--- src/rtl/core/qftm_pkg.sv ---
// Shared types and constants for the queue with flush-through-match.
// Holds status codes, action codes, controller states and the command and
// status structs passed between the controller and the datapath.
package qftm_pkg;

    localparam int DEPTH_DEFAULT = 8;

    localparam logic ACT_APPEND = 1'b0;
    localparam logic ACT_REMOVE = 1'b1;

    localparam logic [1:0] STATUS_OK        = 2'd0;
    localparam logic [1:0] STATUS_OVERFLOW  = 2'd1;
    localparam logic [1:0] STATUS_EMPTY     = 2'd2;
    localparam logic [1:0] STATUS_NOT_FOUND = 2'd3;

    localparam int IN_TDATA_W  = 40;
    localparam int OUT_TDATA_W = 8;

    typedef enum logic [1:0] {
        ST_IDLE,
        ST_SCAN,
        ST_CMP,
        ST_POST
    } state_t;

    typedef struct packed {
        logic       capture;
        logic       push;
        logic       scan_next;
        logic       pop_hit;
        logic       res_load;
        logic [1:0] res_code;
        logic       out_load;
    } cmd_t;

    typedef struct packed {
        logic in_action;
        logic full;
        logic empty;
        logic match;
        logic scan_last;
        logic out_free;
    } sts_t;

endpackage

--- src/rtl/core/qftm_ram.sv ---
// Generic simple dual-port RAM: one write port, one read port with
// registered read data. No dependencies.
module qftm_ram #(
    parameter int WIDTH = 32,
    parameter int DEPTH = 8,
    localparam int AW = (DEPTH > 1) ? $clog2(DEPTH) : 1
) (
    input  logic             aclk,
    input  logic             wr_en,
    input  logic [AW-1:0]    wr_addr,
    input  logic [WIDTH-1:0] wr_data,
    input  logic [AW-1:0]    rd_addr,
    output logic [WIDTH-1:0] rd_data
);

    logic [WIDTH-1:0] mem [DEPTH];
    logic [WIDTH-1:0] rd_data_reg;

    always_ff @(posedge aclk) begin
        if (wr_en) begin
            mem[wr_addr] <= wr_data;
        end
        rd_data_reg <= mem[rd_addr];
    end

    assign rd_data = rd_data_reg;

endmodule

--- src/rtl/core/qftm_ctrl.sv ---
// Controller state machine for the queue with flush-through-match.
// Depends on qftm_pkg; drives datapath commands from datapath status.
module qftm_ctrl (
    input  logic            aclk,
    input  logic            aresetn,
    input  logic            s_tvalid,
    output logic            s_tready,
    input  qftm_pkg::sts_t  sts,
    output qftm_pkg::cmd_t  cmd
);

    qftm_pkg::state_t state_reg;
    qftm_pkg::state_t state_next;

    always_ff @(posedge aclk) begin
        if (!aresetn) begin
            state_reg <= qftm_pkg::ST_IDLE;
        end else begin
            state_reg <= state_next;
        end
    end

    always_comb begin
        state_next = state_reg;
        case (state_reg)
            qftm_pkg::ST_IDLE: begin
                if (s_tvalid) begin
                    if (sts.in_action == qftm_pkg::ACT_REMOVE && !sts.empty) begin
                        state_next = qftm_pkg::ST_SCAN;
                    end else begin
                        state_next = qftm_pkg::ST_POST;
                    end
                end
            end
            qftm_pkg::ST_SCAN: begin
                state_next = qftm_pkg::ST_CMP;
            end
            qftm_pkg::ST_CMP: begin
                if (sts.match || sts.scan_last) begin
                    state_next = qftm_pkg::ST_POST;
                end else begin
                    state_next = qftm_pkg::ST_SCAN;
                end
            end
            qftm_pkg::ST_POST: begin
                if (sts.out_free) begin
                    state_next = qftm_pkg::ST_IDLE;
                end
            end
            default: begin
                state_next = qftm_pkg::ST_IDLE;
            end
        endcase
    end

    always_comb begin
        cmd      = '0;
        s_tready = 1'b0;
        case (state_reg)
            qftm_pkg::ST_IDLE: begin
                s_tready    = 1'b1;
                cmd.capture = s_tvalid;
                if (s_tvalid) begin
                    if (sts.in_action == qftm_pkg::ACT_APPEND) begin
                        cmd.res_load = 1'b1;
                        if (sts.full) begin
                            cmd.res_code = qftm_pkg::STATUS_OVERFLOW;
                        end else begin
                            cmd.push     = 1'b1;
                            cmd.res_code = qftm_pkg::STATUS_OK;
                        end
                    end else if (sts.empty) begin
                        cmd.res_load = 1'b1;
                        cmd.res_code = qftm_pkg::STATUS_EMPTY;
                    end
                end
            end
            qftm_pkg::ST_SCAN: begin
                cmd = '0;
            end
            qftm_pkg::ST_CMP: begin
                if (sts.match) begin
                    cmd.pop_hit  = 1'b1;
                    cmd.res_load = 1'b1;
                    cmd.res_code = qftm_pkg::STATUS_OK;
                end else if (sts.scan_last) begin
                    cmd.res_load = 1'b1;
                    cmd.res_code = qftm_pkg::STATUS_NOT_FOUND;
                end else begin
                    cmd.scan_next = 1'b1;
                end
            end
            qftm_pkg::ST_POST: begin
                cmd.out_load = sts.out_free;
            end
            default: begin
                cmd = '0;
            end
        endcase
    end

endmodule

--- src/rtl/core/qftm_dp.sv ---
// Datapath for the queue with flush-through-match: circular entry store,
// head/tail/count, scan pointer, result and output registers.
// Depends on qftm_pkg and qftm_ram.
module qftm_dp #(
    parameter int DEPTH = qftm_pkg::DEPTH_DEFAULT
) (
    input  logic                                aclk,
    input  logic                                aresetn,
    input  logic                                in_action,
    input  logic signed [31:0]                  in_value,
    input  qftm_pkg::cmd_t                      cmd,
    output qftm_pkg::sts_t                      sts,
    input  logic                                m_tready,
    output logic                                m_tvalid,
    output logic [qftm_pkg::OUT_TDATA_W-1:0]    m_tdata
);

    localparam int AW = (DEPTH > 1) ? $clog2(DEPTH) : 1;
    localparam int CW = $clog2(DEPTH + 1);

    logic [AW-1:0]      head_reg, head_next;
    logic [AW-1:0]      tail_reg, tail_next;
    logic [CW-1:0]      count_reg, count_next;
    logic [AW-1:0]      scan_ptr_reg, scan_ptr_next;
    logic [CW-1:0]      idx_reg, idx_next;
    logic signed [31:0] value_reg;
    logic [1:0]         res_status_reg;
    logic [3:0]         res_count_reg;
    logic               out_valid_reg;
    logic [1:0]         out_status_reg;
    logic [3:0]         out_count_reg;
    logic [31:0]        rd_data;
    logic [CW-1:0]      idx_inc;
    logic [CW+3:0]      count_ext;

    function automatic logic [AW-1:0] wrap_inc(input logic [AW-1:0] p);
        if (p == AW'(DEPTH - 1)) begin
            return '0;
        end
        return p + 1'b1;
    endfunction

    qftm_ram #(
        .WIDTH(32),
        .DEPTH(DEPTH)
    ) u_ram (
        .aclk    (aclk),
        .wr_en   (cmd.push),
        .wr_addr (tail_reg),
        .wr_data (in_value),
        .rd_addr (scan_ptr_reg),
        .rd_data (rd_data)
    );

    assign idx_inc = idx_reg + 1'b1;

    always_comb begin
        head_next     = head_reg;
        tail_next     = tail_reg;
        count_next    = count_reg;
        scan_ptr_next = scan_ptr_reg;
        idx_next      = idx_reg;
        if (cmd.capture) begin
            scan_ptr_next = head_reg;
            idx_next      = '0;
        end
        if (cmd.push) begin
            tail_next  = wrap_inc(tail_reg);
            count_next = count_reg + 1'b1;
        end
        if (cmd.scan_next) begin
            scan_ptr_next = wrap_inc(scan_ptr_reg);
            idx_next      = idx_inc;
        end
        if (cmd.pop_hit) begin
            head_next  = wrap_inc(scan_ptr_reg);
            count_next = count_reg - idx_inc;
        end
    end

    assign count_ext = {4'b0000, count_next};

    always_ff @(posedge aclk) begin
        if (!aresetn) begin
            head_reg      <= '0;
            tail_reg      <= '0;
            count_reg     <= '0;
            out_valid_reg <= 1'b0;
        end else begin
            head_reg  <= head_next;
            tail_reg  <= tail_next;
            count_reg <= count_next;
            if (cmd.out_load) begin
                out_valid_reg <= 1'b1;
            end else if (m_tready) begin
                out_valid_reg <= 1'b0;
            end
        end
    end

    always_ff @(posedge aclk) begin
        scan_ptr_reg <= scan_ptr_next;
        idx_reg      <= idx_next;
        if (cmd.capture) begin
            value_reg <= in_value;
        end
        if (cmd.res_load) begin
            res_status_reg <= cmd.res_code;
            res_count_reg  <= count_ext[3:0];
        end
        if (cmd.out_load) begin
            out_status_reg <= res_status_reg;
            out_count_reg  <= res_count_reg;
        end
    end

    always_comb begin
        sts.in_action = in_action;
        sts.full      = (count_reg == CW'(DEPTH));
        sts.empty     = (count_reg == '0);
        sts.match     = (rd_data == value_reg);
        sts.scan_last = (idx_inc == count_reg);
        sts.out_free  = !out_valid_reg || m_tready;
    end

    assign m_tvalid = out_valid_reg;
    assign m_tdata  = {2'b00, out_count_reg, out_status_reg};

endmodule

--- src/rtl/core/queue_with_flush_through_match.sv ---
// Top level of the queue with flush-through-match.
// Depends on qftm_pkg, qftm_ctrl and qftm_dp.
//
// Usage:
// Input stream (s_): each transfer is one item. action 0 appends value at the
// tail; action 1 searches from the head for the first entry equal to value
// and drops it together with every entry ahead of it.
// Output stream (m_): one transfer per item, carrying the status (ok,
// overflow, empty, not found) and the number of entries held afterwards.
// Items are handled one at a time. An append, or a remove on an empty queue,
// registers its result on the input transfer; the post state then loads it
// into the output register. A remove scans entries (up to the count) through
// the registered read port of the entry RAM, with a scan and a compare state per entry.
// The next input transfer is taken after the post state loads the result.
// Reset empties the queue and clears the output; entry contents are kept.
// A stalled receiver holds the result in the output register; the block
// takes one more item and holds its result until the output register frees.
module queue_with_flush_through_match #(
    parameter int DEPTH = qftm_pkg::DEPTH_DEFAULT
) (
    input  logic                                aclk,
    input  logic                                aresetn,
    input  logic                                s_tvalid,
    output logic                                s_tready,
    // [0] action, [32:1] value, [39:33] zero
    input  logic [qftm_pkg::IN_TDATA_W-1:0]     s_tdata,
    output logic                                m_tvalid,
    input  logic                                m_tready,
    // [1:0] status, [5:2] count_after, [7:6] zero
    output logic [qftm_pkg::OUT_TDATA_W-1:0]    m_tdata
);

    qftm_pkg::cmd_t cmd;
    qftm_pkg::sts_t sts;

    qftm_ctrl u_ctrl (
        .aclk     (aclk),
        .aresetn  (aresetn),
        .s_tvalid (s_tvalid),
        .s_tready (s_tready),
        .sts      (sts),
        .cmd      (cmd)
    );

    qftm_dp #(
        .DEPTH(DEPTH)
    ) u_dp (
        .aclk      (aclk),
        .aresetn   (aresetn),
        .in_action (s_tdata[0]),
        .in_value  (s_tdata[32:1]),
        .cmd       (cmd),
        .sts       (sts),
        .m_tready  (m_tready),
        .m_tvalid  (m_tvalid),
        .m_tdata   (m_tdata)
    );

endmodule
--- config.mk ---
export PLATFORM = sky130hd
export DESIGN_NAME = queue_with_flush_through_match
export DESIGN_NICKNAME = d
export VERILOG_FILES = /design/src/rtl/core/qftm_pkg.sv /design/src/rtl/core/qftm_ram.sv /design/src/rtl/core/qftm_ctrl.sv /design/src/rtl/core/qftm_dp.sv /design/src/rtl/core/queue_with_flush_through_match.sv
export SDC_FILE = /design/constraint.sdc
export NUM_CORES = 1
export LEC_CHECK = 0
export BUFFER_PORTS_ARGS = -buffer_cell sky130_fd_sc_hd__buf_4
export CORE_MARGIN = 2
export CORE_UTILIZATION = 61
export DETAILED_ROUTE_END_ITERATION = 10
export GPL_ROUTABILITY_DRIVEN = 1
export PLACE_DENSITY = 0.79
export REMOVE_ABC_BUFFERS = 1
export SLEW_MARGIN = 25
export SYNTH_ARGS = -nofsm -noshare
export SYNTH_HDL_FRONTEND = slang
export SYNTH_HIERARCHICAL = 1
export SYNTH_SLANG_ARGS = --single-unit
export TNS_END_PERCENT = 1
--- constraint.sdc ---
create_clock -name aclk -period 5.5 [get_ports aclk]
set_input_delay 1.1 -clock aclk [delete_from_list [all_inputs] [get_ports aclk]]
set_output_delay 1.1 -clock aclk [all_outputs]
set_load 0.05 [all_outputs]
======== Word level (Yosys, flattened, before mapping) ========
Memory sizes are Yosys's and may differ from the RTL's. A register that Yosys moved wholly into a read port is not among the register bits.
Cells that the tools add are included.
word-level totals
  memories ................................ 1
  RAM bits ................................ 256
  bits of input ports ..................... 44
  register bits after elaboration ......... 64
  output and inout port bits .............. 10
operators by class
  equality and inequality tests ........... 10
  add/sub/neg operators ................... 5
  mux-type cells .......................... 42
  reduce and logical (&&, ||, !) cells .... 10
memories
  name            depth  width  rd ports  clocked after Yosys merged registers in  write ports  line            text
  u_dp.u_ram.mem  8      32     1         1                                        1            qftm_ram.sv:16  logic [WIDTH-1:0] mem [DEPTH];
operators by type and width
  cell                                                    count
  two-way mux 3 bit                                       12
  equality test 32 bit                                    1
  two-way mux 1 bit                                       18
  two-way mux 4 bit                                       4
  two-way mux 2 bit                                       6
  adder 4 x 1 -> 4 bit (second input constant)            2
  case mux 2 bit (4 select lines)                         1
  adder 3 x 1 -> 3 bit (second input constant)            2
  equality test 3 bit (second input constant)             2
  case mux 3 bit (2 select lines)                         1
  equality test 2 bit (second input constant)             2
  equality test 4 bit                                     1
  equality test 4 bit (second input constant)             1
  logical NOT 4 bit                                       1
  nonzero test 2 bit                                      2
  subtractor 4 bit                                        1
  equality test 2 x 1 -> 1 bit (second input constant)    1
  logical NOT 1 bit                                       2
  logical NOT 2 bit                                       1
  logical OR 1 bit                                        2
  inequality test 2 x 1 -> 1 bit (second input constant)  1
  inequality test 2 bit (second input constant)           1
  AND reduction 2 bit                                     1
  logical AND 1 bit                                       1

======== Longest topological paths before layout ========
  depth after elaboration ................. 8
  gate-level depth with buffers ........... 9
  gate-level depth less buffers ........... 8

======== Cells and area by module ========
Netlist, hierarchy kept.
by module, submodules not included
  module     cells each  instances  area each (um2)
  qftm_ram   415         1          10466.3
  qftm_dp    187         1          2705.1
  qftm_ctrl  28          1          190.2

======== Least setup slack after synthesis ========
Ideal clock, no wire load.
  path kind ............................... reg-to-reg
  from .................................... register u_ctrl.state_reg[0]
  to ...................................... memory u_dp.u_ram.mem[0][0] (enable)
  slack ................................... 1.078 ns
  arrival ................................. 3.961 ns
  required time ........................... 5.039 ns
  cell stages (with the launch flop) ...... 7
  library setup time ...................... 0.461 ns
  path buffers ............................ 1
  cell sequence ........................... dfxtp_1 -> buf_6 -> nor2_1 -> nand2_1 -> nor3_1 -> nand2b_1 -> nor3_1
RTL lines
  element                 line             text
  from (decl)             qftm_ctrl.sv:12  qftm_pkg::state_t state_reg;
  from (signal assigned)  qftm_ctrl.sv:17  state_reg <= qftm_pkg::ST_IDLE;
  from (signal assigned)  qftm_ctrl.sv:19  state_reg <= state_next;
  to (decl)               qftm_ram.sv:16

==> impl_metrics.yaml <==
setup_path:
  largest_driver_fanout_on_the_critical_path: 17
  worst_ep_required_time_ns: 5.69
  critical_path_class: "reg -> reg"
  end_kind: "register"
  setup.worst_path.start_class: "register"
  critical_path_arrival_ns: 3.15
sta:
  report.final.setup_viol: 0
  finalCritPeriodShare: 0.538
  skew_ns: 0.0134
  worst_pin_slew_ns: 0.917
  rsz_0062_raised_after_global_routing: "false"
  finalHoldViolations: 0
  final_min_period_ns: 2.96
  slew_headroom: 0.385
  finalHoldWorstSlack_ns: 0.418
  totalNegativeSetupSlack_ns: 0
  slew_violations: 0
  max_freq_mhz: 338
die:
  pin_count: 54
  die_height_um: 152
  rows: 54
  floorplan.core_area_um2: 21700
  fp.dieArea_um2: 23100
  fp.dieW_um: 152
  initial_core_util: 0.616
synth:
  post_synth_xor_area_fraction: 0.0275
  synth.lib_cells_used.distinct: 43
  share_of_cell_area_taken_by_muxes_after_synthesis: 0.153
  netlist_instances: 630
  post_synthesis_async_set_or_reset_flop_share: 0
  synth.yosys.seq_area_share: 0.757
  synth_simple_gate_area_share: 0.0268
  synth-edff-count: 307
  dominantRegCellSynth: "sky130_fd_sc_hd__edfxtp_1"
  synthAdderAreaFrac: 0.00936
  synthTopCellsByArea: "sky130_fd_sc_hd__edfxtp_1 69%, sky130_fd_sc_hd__mux4_1 7.9%, sky130_fd_sc_hd__dfxtp_1 6.7%"
  number_of_storage_elements_in_the_synthesis_netlist: 352
  avgSynthCellArea_um2: 21.2
  post-synth-top-area-cell: "sky130_fd_sc_hd__edfxtp_1"
  synth_most_common_cell: "sky130_fd_sc_hd__edfxtp_1"
  synth-compound-area-share: 0.00890
  main_combinational_cell_family_by_area_after_synthesis: "multiplexers"
  synth.top_cell.area_share: 0.690
  synth_commonest_cells: "307 x sky130_fd_sc_hd__edfxtp_1, 45 x sky130_fd_sc_hd__dfxtp_1, 40 x sky130_fd_sc_hd__mux4_1"
  syn_area_um2: 13400
  synth_warnings: 6
status:
  run_status: "finished, final reports clean"
power_and_ir_drop:
  clock_power_share: 0.403
  power.density_nw_per_um2: 409
  sw_ratio: 0.217
  combPwrFrac: 0.102
  p_int_w: 0.00491
  seq_power_share: 0.495
  max-vdd-ir-drop_uv: 325
  p_leak_nw: 5.22
  p_sw_w: 0.00136
drt:
  detailedRoute.firstIterationViolations: 463
  route.detailed.wl_per_inst_um: 23.1
  drt_first_pass_iters: 5
  wirelength_um: 23400
  drt-vias-per-instance: 6.02
  vias: 6101
  drcViolationCount: 0
  antenna_violating_nets_post_route: 0
clock_tree:
  hold_bufs_inserted_after_cts: 0
  cts-resized-gates: 0
  cts.path.max_buffers: 3
  clock_insertion_delay_at_the_later_pin_of_the_skew_report_ns: 0.52
  path_clk_slew_ns: 0.06
  ctsRootBufferMaster: "sky130_fd_sc_hd__clkbuf_16"
  cts_tree: "built"
  tritoncts.num_buffers: 36
  postCtsSetupRepairBufs: 0
  total_number_of_clock_tree_sinks: 352
  cts_htree_levels: 2
global_route:
  globalRouteOverflowTotal: 0
  wire_length_of_the_first_global_routing_pass_um: 36400
  grtUsageTotal: 0.206
  grt_antenna_before_repair: 0
  grt_max_degree: 66
  number_of_global_route_vias_before_repair: 6380
worst_hold_path:
  hold_class: "reg -> reg"
final_layout:
  drive_above_1_share: 0.259
  layout-area-overhead-vs-synth_pct: 14.6
  num-nets-final: 759
  largest_reg_flops: 256
  insertedDiodeCount: 0
placed_design:
  port_buffers: 44
  routabilityCongestion: 0.748
  hpwl_um: 12800
run:
  timing.max_cap.violations: 0
-- per-layer routing --
metal / share of wire / vias up / GRT usage
met5: 0 / - / 0
met4: 0.024 / 0 / 0.0765
met3: 0.052 / 49 / 0.0357
met2: 0.52 / 167 / 0.350
met1: 0.40 / 3187 / 0.272
li1: - / 2698 / -
-- critical path, stage by stage, from the launching register on --
cell and delay (ns):
sky130_fd_sc_hd__dfxtp_1 0.46, sky130_fd_sc_hd__inv_1 0.08, sky130_fd_sc_hd__ha_1 0.20, sky130_fd_sc_hd__and3b_1 0.19, sky130_fd_sc_hd__nor3_1 0.18, sky130_fd_sc_hd__buf_4 0.21, sky130_fd_sc_hd__nand2_1 0.24, sky130_fd_sc_hd__nor2_4 0.66
sky130_fd_sc_hd__buf_4 0.41
-- power by group through the flow --
stage	Combinational (W)	Clock [W]	Sequential (W)
floorplan	0.000397	0	0.00322
global placement	0.000619	0	0.00315
detailed placement	0.000645	0	0.00316
CTS	0.000654	0.00256	0.00310
global route	0.000697	0.00266	0.00311
finish	0.000642	0.00253	0.00310
-- cells by family after synthesis --
group                      count (synthesis)
and+or+nand+nor                           66
xor gates and xnor gates                  42
adders and majority gates                 10
DFF                                      352
AOI/OAI and AO/OA                         18
buffers and inverters                     36
muxes                                    105
other                                      1
-- layout by cell type, fill, tap and decap left out, types with 2 or more instances in the layout --
| cell type | synthesis | routed |
|---|---|---|
| sky130_fd_sc_hd__edfxtp_1 | 307 | 307 |
| sky130_fd_sc_hd__buf_4 | 3 | 59 |
| sky130_fd_sc_hd__dfxtp_1 | 45 | 45 |
| sky130_fd_sc_hd__mux4_1 | 40 | 40 |
| sky130_fd_sc_hd__clkbuf_16 | 0 | 38 |
| sky130_fd_sc_hd__mux2_2 | 35 | 35 |
| sky130_fd_sc_hd__xor2_1 | 35 | 35 |
| sky130_fd_sc_hd__mux4_2 | 24 | 24 |
| sky130_fd_sc_hd__nor2_1 | 21 | 15 |
| sky130_fd_sc_hd__inv_1 | 10 | 10 |
| sky130_fd_sc_hd__ha_1 | 10 | 10 |
| sky130_fd_sc_hd__clkbuf_1 | 1 | 8 |
| sky130_fd_sc_hd__nor4_1 | 9 | 8 |
| sky130_fd_sc_hd__clkinv_2 | 0 | 7 |
| sky130_fd_sc_hd__nand2_1 | 7 | 7 |
| sky130_fd_sc_hd__a21oi_1 | 7 | 7 |
| sky130_fd_sc_hd__xnor2_1 | 7 | 7 |
| sky130_fd_sc_hd__mux2i_1 | 6 | 6 |
| sky130_fd_sc_hd__nor2_4 | 0 | 6 |
| sky130_fd_sc_hd__bufinv_16 | 0 | 5 |
| sky130_fd_sc_hd__nor2b_1 | 4 | 4 |
| sky130_fd_sc_hd__nand2b_1 | 4 | 4 |
| sky130_fd_sc_hd__clkinv_1 | 1 | 3 |
| sky130_fd_sc_hd__clkbuf_8 | 0 | 3 |
| sky130_fd_sc_hd__o31ai_1 | 3 | 3 |
| sky130_fd_sc_hd__o21ai_0 | 3 | 3 |
| sky130_fd_sc_hd__nand4_1 | 3 | 3 |
| sky130_fd_sc_hd__and2_1 | 3 | 3 |
| sky130_fd_sc_hd__clkinv_8 | 0 | 2 |
| sky130_fd_sc_hd__nor3_1 | 4 | 2 |
| sky130_fd_sc_hd__nor3b_1 | 2 | 2 |
| sky130_fd_sc_hd__a211oi_1 | 2 | 2 |
| sky130_fd_sc_hd__conb_1 | 1 | 2 |
| sky130_fd_sc_hd__nor3_2 | 0 | 2 |
-- path summary, 6_finish.rpt --
path / startpoint / endpoint / slack, ns / cells past startpoint
worst min-delay path: u_dp/res_count_reg[3] / u_dp/out_count_reg[3] / 0.42 / 0
worst max register to register: u_dp/count_reg[1] / u_dp/u_ram/mem[7][29] / 2.54 / 8
worst max-delay path: u_dp/count_reg[1] / u_dp/u_ram/mem[7][29] / 2.54 / 8
worst min register to register: u_dp/res_count_reg[3] / u_dp/out_count_reg[3] / 0.42 / 0
-- metrics by stage --
| stage | std cells | area [um2] | total power [W] | utilization | worst slack [ns] |
|---|---|---|---|---|---|
| after detailed placement | 947 | 14100 | 0.00380 | 0.648 | 2.18 |
| after global routing | 1013 | 15300 | 0.00647 | 0.706 | 2.34 |
| after floorplan | 607 | 13200 | 0.00361 | - | 0.533 |
| final | 1013 | 15300 | 0.00627 | 0.706 | 2.54 |
| after CTS | 1013 | 15300 | 0.00632 | 0.706 | 2.50 |
| after global placement | 947 | 14100 | 0.00377 | 0.648 | 2.23 |
-- layout make-up --
cell class              count  area [um2]
clock buffers              49        1020
clock inverters            17         233
fillers                  1215        6370
inverters                  12        45.0
multi-input cells         243        3080
flip-flops and latches    352       10100
well taps                 280         350
repair buffers             60         463
(Power assumes the default switching activity.)
